<file path="config.mk">
export PLATFORM = sky130hd
export DESIGN_NAME = lwnp_cordic
export DESIGN_NICKNAME = d
export VERILOG_FILES = /design/src/hdl/lwnp_pkg.sv /design/src/hdl/lwnp_cordic.sv
export SDC_FILE = /design/constraint.sdc
export NUM_CORES = 1
export LEC_CHECK = 0
export BUFFER_PORTS_ARGS = -buffer_cell sky130_fd_sc_hd__buf_2
export CAP_MARGIN = 20
export CORE_MARGIN = 5
export CORE_UTILIZATION = 45
export DETAILED_ROUTE_END_ITERATION = 10
export GPL_ROUTABILITY_DRIVEN = 1
export MAX_ROUTING_LAYER = met4
export PLACE_DENSITY_LB_ADDON = 0.3
export SYNTH_ARGS = -nofsm -noshare
export SYNTH_HDL_FRONTEND = slang
export SYNTH_SLANG_ARGS = --single-unit
</file>
<file path="constraint.sdc">
create_clock -name clk -period 9.6 [get_ports clk]
set_clock_uncertainty 0.1 [all_clocks]
set_input_delay 0.48 -clock clk [delete_from_list [all_inputs] [get_ports clk]]
set_output_delay 0.48 -clock clk [all_outputs]
set_load 0.02 [all_outputs]
</file>
<file path="src/hdl/lwnp_pkg.sv">
// shared constants, types and the arctangent table of the nearest point search
package lwnp_pkg;

    localparam int MAX_SAMPLES   = 1024;
    localparam int ADDR_W        = $clog2(MAX_SAMPLES);
    localparam int CNT_W         = $clog2(MAX_SAMPLES + 1);

    localparam int CORDIC_STAGES = 16;
    localparam int ITER_W        = $clog2(CORDIC_STAGES);
    localparam int XW            = 36;
    localparam int ZW            = 34;
    localparam int GAIN_Q16      = 39797;

    localparam int CFG_IDX_W     = 3;
    localparam int CFG_DATA_W    = 16;
    localparam logic [CFG_IDX_W-1:0] REG_START_BEARING = 3'd0;
    localparam logic [CFG_IDX_W-1:0] REG_BEARING_STEP  = 3'd1;
    localparam logic [CFG_IDX_W-1:0] REG_HALF_WIDTH    = 3'd2;
    localparam logic [CFG_IDX_W-1:0] REG_INIT_DIST     = 3'd3;
    localparam logic [CFG_IDX_W-1:0] REG_MIN_RANGE     = 3'd4;

    localparam logic KIND_SAMPLE = 1'b0;
    localparam logic KIND_QUERY  = 1'b1;

    typedef struct packed {
        logic               start;
        logic [15:0]        radius;
        logic signed [15:0] angle;
    } cordic_req_t;

    typedef struct packed {
        logic               done;
        logic signed [16:0] x;
        logic signed [16:0] y;
    } cordic_rsp_t;

    // arctangent of 2^-i, 2^32 units per turn
    function automatic logic signed [ZW-1:0] atan_units(input logic [4:0] idx);
        logic [31:0] val;
        case (idx)
            5'd0:    val = 32'h20000000;
            5'd1:    val = 32'h12E4051E;
            5'd2:    val = 32'h09FB385B;
            5'd3:    val = 32'h051111D4;
            5'd4:    val = 32'h028B0D43;
            5'd5:    val = 32'h0145D7E1;
            5'd6:    val = 32'h00A2F61E;
            5'd7:    val = 32'h00517C55;
            5'd8:    val = 32'h0028BE53;
            5'd9:    val = 32'h00145F2F;
            5'd10:   val = 32'h000A2F98;
            5'd11:   val = 32'h000517CC;
            5'd12:   val = 32'h00028BE6;
            5'd13:   val = 32'h000145F3;
            5'd14:   val = 32'h0000A2FA;
            5'd15:   val = 32'h0000517D;
            5'd16:   val = 32'h000028BE;
            5'd17:   val = 32'h0000145F;
            5'd18:   val = 32'h00000A30;
            5'd19:   val = 32'h00000518;
            5'd20:   val = 32'h0000028C;
            5'd21:   val = 32'h00000146;
            5'd22:   val = 32'h000000A3;
            5'd23:   val = 32'h00000051;
            default: val = 32'h00000000;
        endcase
        atan_units = ZW'(val);
    endfunction

endpackage

</file>
<file path="src/hdl/lwnp_cordic.sv">
// iterative cordic rotation of a distance to x and y, one stage per cycle
module lwnp_cordic
(
    input  logic                  clk,
    input  logic                  rst_n,
    input  lwnp_pkg::cordic_req_t req,
    output lwnp_pkg::cordic_rsp_t rsp
);

    localparam logic [1:0] C_IDLE  = 2'd0;
    localparam logic [1:0] C_ITER  = 2'd1;
    localparam logic [1:0] C_FINAL = 2'd2;

    logic [1:0]                        state_reg;
    logic [1:0]                        state_next;
    logic [lwnp_pkg::ITER_W-1:0]       iter_reg;
    logic [lwnp_pkg::ITER_W-1:0]       iter_next;
    logic signed [lwnp_pkg::XW-1:0]    x_reg;
    logic signed [lwnp_pkg::XW-1:0]    x_next;
    logic signed [lwnp_pkg::XW-1:0]    y_reg;
    logic signed [lwnp_pkg::XW-1:0]    y_next;
    logic signed [lwnp_pkg::ZW-1:0]    z_reg;
    logic signed [lwnp_pkg::ZW-1:0]    z_next;
    logic                              done_reg;
    logic                              done_next;
    logic signed [16:0]                xo_reg;
    logic signed [16:0]                xo_next;
    logic signed [16:0]                yo_reg;
    logic signed [16:0]                yo_next;

    logic                              flip;
    logic signed [15:0]                b_adj;
    logic signed [16:0]                gain;
    logic signed [33:0]                prod;
    logic signed [31:0]                z_start;
    logic signed [lwnp_pkg::XW-1:0]    dx;
    logic signed [lwnp_pkg::XW-1:0]    dy;

    function automatic logic signed [16:0] round_sat(input logic signed [lwnp_pkg::XW-1:0] v);
        logic signed [lwnp_pkg::XW-1:0] r;
        r = (v + lwnp_pkg::XW'(32768)) >>> 16;
        if (r > lwnp_pkg::XW'(65535))
        begin
            round_sat = 17'sd65535;
        end
        else if (r < -lwnp_pkg::XW'(65536))
        begin
            round_sat = -17'sd65536;
        end
        else
        begin
            round_sat = r[16:0];
        end
    endfunction

    // angles beyond a quarter turn fold back by a half turn with the vector negated
    assign flip    = (req.angle > 16'sd16384) || (req.angle < -16'sd16384);
    assign b_adj   = flip ? {~req.angle[15], req.angle[14:0]} : req.angle;
    assign gain    = flip ? -17'(lwnp_pkg::GAIN_Q16) : 17'(lwnp_pkg::GAIN_Q16);
    assign prod    = $signed({1'b0, req.radius}) * gain;
    assign z_start = {b_adj, 16'h0000};

    assign dx = y_reg >>> iter_reg;
    assign dy = x_reg >>> iter_reg;

    always_comb
    begin
        state_next = state_reg;
        iter_next  = iter_reg;
        x_next     = x_reg;
        y_next     = y_reg;
        z_next     = z_reg;
        done_next  = 1'b0;
        xo_next    = xo_reg;
        yo_next    = yo_reg;
        case (state_reg)
            C_IDLE:
            begin
                if (req.start)
                begin
                    x_next     = lwnp_pkg::XW'(prod);
                    y_next     = '0;
                    z_next     = lwnp_pkg::ZW'(z_start);
                    iter_next  = '0;
                    state_next = C_ITER;
                end
            end
            C_ITER:
            begin
                if (!z_reg[lwnp_pkg::ZW-1])
                begin
                    x_next = x_reg - dx;
                    y_next = y_reg + dy;
                    z_next = z_reg - lwnp_pkg::atan_units(5'(iter_reg));
                end
                else
                begin
                    x_next = x_reg + dx;
                    y_next = y_reg - dy;
                    z_next = z_reg + lwnp_pkg::atan_units(5'(iter_reg));
                end
                iter_next = iter_reg + lwnp_pkg::ITER_W'(1);
                if (iter_reg == lwnp_pkg::ITER_W'(lwnp_pkg::CORDIC_STAGES - 1))
                begin
                    state_next = C_FINAL;
                end
            end
            C_FINAL:
            begin
                xo_next    = round_sat(x_reg);
                yo_next    = round_sat(y_reg);
                done_next  = 1'b1;
                state_next = C_IDLE;
            end
            default:
            begin
                state_next = C_IDLE;
            end
        endcase
    end

    always_ff @(posedge clk or negedge rst_n)
    begin
        if (!rst_n)
        begin
            state_reg <= C_IDLE;
            done_reg  <= 1'b0;
        end
        else
        begin
            state_reg <= state_next;
            done_reg  <= done_next;
        end
    end

    always_ff @(posedge clk)
    begin
        iter_reg <= iter_next;
        x_reg    <= x_next;
        y_reg    <= y_next;
        z_reg    <= z_next;
        xo_reg   <= xo_next;
        yo_reg   <= yo_next;
    end

    assign rsp.done = done_reg;
    assign rsp.x    = xo_reg;
    assign rsp.y    = yo_reg;

endmodule

</file>
==> results of run 1 <==
[per-layer routing]
metal	vias to the layer above	wire length, µm	part of all wire (%)	global-route usage [%]
met3	100	4740	6.6	4.21
met1	10600	33200	46	31.4
li1	10800	-	-	-
met4	0	2000	2.8	6.52
met2	691	32200	45	34.9
met5	-	0	0	-
[cells by family after synthesis]
group / synth area share, %
AND/OR/NAND/NOR: 15.1
AO/OA/AOI/OAI: 17.3
buffers and inverters: 7.79
adder cells (fa/ha/maj): 23.6
XOR/XNOR: 7.35
multiplexers: 10.1
flip-flops: 18.8
other: 0.0283
[path summary, 6_finish.rpt]
| path | to |
|---|---|
| max reg2reg | y_reg[34] |
| max | x_reg[33] |
| min in group asynchronous | done_reg |
| min reg2reg | z_reg[0] |
| min | z_reg[20] |
| max in group asynchronous | state_reg[0] |
[worst register-to-register path, cell delays in order (launching register included)]
cell,delay [ns]
sky130_fd_sc_hd__edfxtp_1,1.08
sky130_fd_sc_hd__buf_4,0.48
sky130_fd_sc_hd__mux4_1,0.42
sky130_fd_sc_hd__mux4_2,0.53
sky130_fd_sc_hd__or4_4,0.58
sky130_fd_sc_hd__or2_1,0.27
sky130_fd_sc_hd__nor3_2,0.24
sky130_fd_sc_hd__a21oi_1,0.13
sky130_fd_sc_hd__xor2_1,0.29
sky130_fd_sc_hd__ha_1,0.38
sky130_fd_sc_hd__and3_1,0.26
sky130_fd_sc_hd__a221o_1,0.32
sky130_fd_sc_hd__a21oi_1,0.15
sky130_fd_sc_hd__o21ai_0,0.16
sky130_fd_sc_hd__a221oi_1,0.29
sky130_fd_sc_hd__a21boi_0,0.35
sky130_fd_sc_hd__o21ai_0,0.23
sky130_fd_sc_hd__o21ai_0,0.26
sky130_fd_sc_hd__mux2i_1,0.10
[area by class of cell]
| cell class | instances | area, µm² | area share (%) |
|---|---|---|---|
| repair buffers | 97 | 591 | 2.10 |
| multi-input cells | 2399 | 19600 | 69.7 |
| inverters | 360 | 1350 | 4.82 |
| well taps | 773 | 967 | 3.45 |
| clock buffers | 18 | 450 | 1.60 |
| flip-flops and latches | 177 | 5000 | 17.8 |
| diodes | 1 | 2.50 | 0.00892 |
| clock inverters | 14 | 153 | 0.544 |
[metrics by stage]
| step | instance area [µm²] | instances | utilization, % | setup slack [ns] |
|---|---|---|---|---|
| global route | 28100 | 3839 | 47.7 | 1.13 |
| CTS | 28000 | 3836 | 47.7 | 1.63 |
| detailed placement | 27400 | 3803 | 46.6 | 1.04 |
| finish | 28100 | 3839 | 47.7 | 1.60 |
| global placement | 27400 | 3803 | 46.6 | 1.18 |
| floorplan | 26600 | 3095 | - | 2.03 |
[placed cells by master (no fill, tap or decap), types with 36 or more instances in the layout]
cell,instances
sky130_fd_sc_hd__mux4_2,59
sky130_fd_sc_hd__ha_1,277
sky130_fd_sc_hd__edfxtp_1,144
sky130_fd_sc_hd__a31oi_1,37
sky130_fd_sc_hd__buf_2,69
sky130_fd_sc_hd__mux2i_1,69
sky130_fd_sc_hd__a21oi_1,220
sky130_fd_sc_hd__a21o_1,74
sky130_fd_sc_hd__and3_1,36
sky130_fd_sc_hd__fa_1,140
sky130_fd_sc_hd__nand2_1,270
sky130_fd_sc_hd__xnor2_1,110
sky130_fd_sc_hd__nand3_1,48
sky130_fd_sc_hd__xor2_1,113
sky130_fd_sc_hd__nor2_1,233
sky130_fd_sc_hd__nor3_1,59
sky130_fd_sc_hd__and2_1,36
sky130_fd_sc_hd__mux2_2,42
sky130_fd_sc_hd__inv_1,357
sky130_fd_sc_hd__o21ai_0,181
==> impl_metrics.env, run 1 <==
export IMPL_leading_cell_type_by_number_of_instances_after_synthesis="sky130_fd_sc_hd__inv_1"
export IMPL_hold_path_startpoint="req[4]"
export IMPL_synthDominantAreaCellType="sky130_fd_sc_hd__edfxtp_1"
export IMPL_critical_path_peak_fanout=23
export IMPL_filler_cell_count=5757
export IMPL_tritoncts_num_sinks=177
export IMPL_cts_repair_timing_setup_buffer_count=0
export IMPL_worst_reg_to_reg_cells=18
export IMPL_grt_start_max_net_pins=99
export IMPL_final_antenna_net_count=0
export IMPL_timing_final_max_slew_violations=0
export IMPL_outcome="complete, no violations"
export IMPL_cp_num_cells=29
export IMPL_regToRegSetupSlack_ns=2.71
export IMPL_post_cts_resized_instances=0
export IMPL_antenna_found_initial=1
export IMPL_syn2layout_area_growth_pct=5.60
export IMPL_ctsLongestPathBuffers=2
export IMPL_worst_endpoint_required_ns=9.73
export IMPL_netlist_cell_type_count=91
export IMPL_setup_worst_path_start="req[0]"
export IMPL_clk_insertion_delay_late_ns=0.50
export IMPL_grt_usage_pct=22.9
export IMPL_synth_top_cells_by_count="sky130_fd_sc_hd__inv_1 (358), sky130_fd_sc_hd__ha_1 (277), sky130_fd_sc_hd__nand2_1 (270), sky130_fd_sc_hd__nor2_1 (233), sky130_fd_sc_hd__a21oi_1 (220)"
export IMPL_hold_path_class="primary input to register"
export IMPL_dieWidth_um=253
export IMPL_synthCells=3090
export IMPL_finalNetCount=3504
export IMPL_first_global_vias=21200
export IMPL_ys_async_sr_fraction_pct=1.69
export IMPL_synth_top_flop_cell="sky130_fd_sc_hd__edfxtp_1"
export IMPL_crit_arrival_ns=8.13
export IMPL_post_drt_via_cell_ratio=5.78
export IMPL_path_delay_family="adder cells"
export IMPL_post_route_cells_drive_above_1_share_pct=8.84
export IMPL_timing_critical_path_slowest_cell_delay_ns=0.58
export IMPL_slew_at_the_pin_with_the_worst_max_slew_slack_ns=1.10
export IMPL_dr_pass1_iters=5
export IMPL_yosysTopAreaCellShare_pct=16.3
export IMPL_cap_violations=0
export IMPL_synth_area_leaders="sky130_fd_sc_hd__edfxtp_1 (16%), sky130_fd_sc_hd__ha_1 (13%), sky130_fd_sc_hd__fa_1 (11%)"
export IMPL_path_buf_inv=7
export IMPL_detail_route_wl_per_cell_um=18.8
export IMPL_wirelength_um=72100
export IMPL_dp_hpwl_um=56900
export IMPL_fmaxAchievable_mhz=125
export IMPL_cell_at_the_root_of_the_clock_tree="sky130_fd_sc_hd__clkbuf_16"
export IMPL_hold_path_cell_count=3
export IMPL_synth_seq_area_share_pct=18.8
export IMPL_critical_path_slowest_cell="sky130_fd_sc_hd__or4_1"
export IMPL_tritoncts_num_buffers=17
export IMPL_grt_overflow=0
export IMPL_ys_ff_latch=177
export IMPL_yosys_warnings=0
export IMPL_postCtsHoldBufs=1
export IMPL_syn_area_per_cell_um2=8.60
export IMPL_cts_tree="yes"
export IMPL_worstSetupPathType="primary input to register"
export IMPL_rr_startpoint="iter_reg[3]"
export IMPL_fin_setup_tns_ns=0
export IMPL_synth_edf_count=144
export IMPL_layout_min_cycle_time_ns=8.00
export IMPL_die_height_um=253
export IMPL_gp_congestion=0.955
export IMPL_synth_area_um2=26600
export IMPL_coreArea_um2=58800
export IMPL_clkTransAtPathRegs_ns=0.08
export IMPL_io_pins=70
export IMPL_fraction_of_the_cycle_the_final_worst_path_needs_pct=83.3
export IMPL_cts_max_level=4
export IMPL_start_util_pct=45.2
export IMPL_grt_first_pass_wirelength_um=115000
export IMPL_drc_errors=0
export IMPL_crit_path_start_kind="primary input"
export IMPL_portBuffers=69
export IMPL_rows=89
export IMPL_critPathCaptureType="register"
export IMPL_finalSetupViolations=0
export IMPL_initialDrtViolationCount=1993
export IMPL_hold_violations=0
export IMPL_via_count=22200
export IMPL_slew_headroom_pct=26.6
export IMPL_unrepaired_setup_endpoints_after_global_routing="no"
export IMPL_die_area_um2=64000
export IMPL_worst_hold_slack_ns=0.171
Power of run 1 is not shown: default switching activity piles up to over one toggle a cycle in this logic, so the estimate is an artifact.
==> inputs of run 2 (changes only) <==
Clock period 9.6 ns to 7.4 ns, I/O delays scaled along.
==> impl_metrics.env, run 2 (synthesis gave the netlist of run 1 again) <==
export IMPL_hold_path_class="primary input to asynchronous set/reset pin"
export IMPL_final_antenna_net_count=0
export IMPL_crit_path_frequent_cell="sky130_fd_sc_hd__inv_1"
export IMPL_worst_endpoint_required_ns=7.54
export IMPL_cap_violations=0
export IMPL_reg2reg_to="x_reg[34]"
export IMPL_clkTransAtPathRegs_ns=0.09
export IMPL_worst_reg_to_reg_cells=21
export IMPL_regToRegSetupSlack_ns=0.91
export IMPL_layout_cells_most_common_list="sky130_fd_sc_hd__inv_1 (357), sky130_fd_sc_hd__ha_1 (277), sky130_fd_sc_hd__nand2_1 (270)"
export IMPL_layout_min_cycle_time_ns=6.99
export IMPL_cell_at_the_root_of_the_clock_tree="sky130_fd_sc_hd__clkbuf_16"
export IMPL_critical_path_peak_fanout=24
export IMPL_drc_errors=0
export IMPL_critPathCaptureType="register"
export IMPL_dp_hpwl_um=58700
export IMPL_critical_path_slowest_cell="sky130_fd_sc_hd__fa_1"
export IMPL_dr_pass1_iters=6
export IMPL_tritoncts_num_buffers=17
export IMPL_grt_first_pass_wirelength_um=117000
export IMPL_dp_cells=3953
export IMPL_initialDrtViolationCount=1694
export IMPL_multi_input_comb_area_um2=19600
export IMPL_pre_cts_setup_slack_ns=-0.411
export IMPL_cts_max_level=4
export IMPL_detail_route_wl_per_cell_um=18.5
export IMPL_first_global_vias=21800
export IMPL_timing_final_max_slew_violations=0
export IMPL_finish_cell_count_without_fillers=3988
export IMPL_fmaxAchievable_mhz=143
export IMPL_worstSetupPathType="primary input to register"
export IMPL_die_area_um2=64000
export IMPL_rows=89
export IMPL_post_drt_via_cell_ratio=5.73
export IMPL_cts_tree="yes"
export IMPL_rr_startpoint="iter_reg[1]"
export IMPL_slew_headroom_pct=34.5
export IMPL_antenna_found_initial=1
export IMPL_mostFrequentLayoutCell="sky130_fd_sc_hd__inv_1"
export IMPL_start_util_pct=45.2
export IMPL_outcome="complete, no violations"
export IMPL_die_height_um=253
export IMPL_hold_violations=0
export IMPL_syn2layout_area_growth_pct=10.3
export IMPL_gp_congestion=0.950
export IMPL_timing_final_ws_setup_ns=0.414
export IMPL_wirelength_um=73600
export IMPL_grt_usage_pct=23.4
export IMPL_crit_path_start_kind="primary input"
export IMPL_via_count=22800
export IMPL_slew_at_the_pin_with_the_worst_max_slew_slack_ns=0.979
export IMPL_ctsLongestPathBuffers=2
export IMPL_timing_critical_path_slowest_cell_delay_ns=0.55
export IMPL_layout_area_seq_um2=5000
export IMPL_finalSetupViolations=0
export IMPL_worst_hold_slack_ns=0.0968
export IMPL_io_pins=70
export IMPL_tritoncts_num_sinks=177
export IMPL_grt_overflow=0
export IMPL_post_route_cells_drive_above_1_share_pct=13.3
export IMPL_finalNetCount=3653
export IMPL_crit_arrival_ns=7.13
export IMPL_filler_cell_count=5669
export IMPL_grt_start_max_net_pins=85
export IMPL_clk_insertion_delay_late_ns=0.50
export IMPL_portBuffers=69
export IMPL_dieWidth_um=253
export IMPL_fraction_of_the_cycle_the_final_worst_path_needs_pct=94.4
export IMPL_coreArea_um2=58800
==> run 2: changes by cell type in the layout (fill, tap and decap cells not counted), moves of 2 or more <==
cell	previous run	this run
sky130_fd_sc_hd__inv_6	5	0
sky130_fd_sc_hd__nor4_2	0	2
sky130_fd_sc_hd__buf_4	25	171
sky130_fd_sc_hd__inv_8	2	4
sky130_fd_sc_hd__buf_12	1	4
sky130_fd_sc_hd__nor4_1	15	13
sky130_fd_sc_hd__clkinv_8	2	5
==> run 2: per-stage QoR <==
stage	utilization, %	area (µm²)	TNS, ns
final	49.8	29300	0
after CTS	49.7	29200	0
after detailed placement	48.6	28600	-1.50
after global routing	49.8	29300	-0.0159
after floorplan	-	26600	0
after global placement	48.6	28600	-0.946
==> run 2: layout make-up <==
| cell class | count | share of cell area, % |
|---|---|---|
| antenna | 1 | 0.00854 |
| clock buffer | 17 | 1.45 |
| clock inverter | 15 | 0.679 |
| inverter | 360 | 4.62 |
| multi-input combinational | 2399 | 66.9 |
| sequential | 177 | 17.1 |
| tap | 773 | 3.30 |
| timing repair buffer | 246 | 5.96 |
==> run 2: repair_timing <==
item / CTS / global route
hold endpoints to repair: 3 / 0
buffers inserted: 0 / 0
resized for setup: 0 / 11
endpoints found under the setup margin: 0 / 5
hold buffers: 1 / 0
==> run 2: routing by layer <==
| layer | GRT usage (%) | vias up | routed length [µm] |
|---|---|---|---|
| li1 | - | 11100 | - |
| met1 | 31.5 | 10900 | 33400 |
| met2 | 36.3 | 729 | 33900 |
| met3 | 3.54 | 133 | 4110 |
| met4 | 7.88 | 0 | 2250 |
| met5 | - | - | 0 |
==> run 2: how the worst max path moves through the flow <==
stage / end / cells after the start / slack, ns / start
6_report: x_reg[33] / 30 / 0.41 / req[5]
5_1_grt: x_reg[32] / 33 / -0.02 / req[9]
4_1_cts: x_reg[33] / 31 / 0.14 / req[0]
3_5_place_dp: x_reg[33] / 31 / -0.41 / req[0]
3_3_place_gp: x_reg[33] / 31 / -0.29 / req[0]
2_1_floorplan: x_reg[33] / 29 / 0.008 / req[7]
==> run 2: critical path, delay by kind of cell <==
family | cells | cell delay (ns)
adder cells (fa/ha/maj) | 7 | 3.20
buffers and inverters | 9 | 0.76
AO/OA/AOI/OAI | 4 | 0.81
multiplexers | 1 | 0.17
AND/OR/NAND/NOR | 9 | 1.76
Power of run 2 is left out for the same reason.
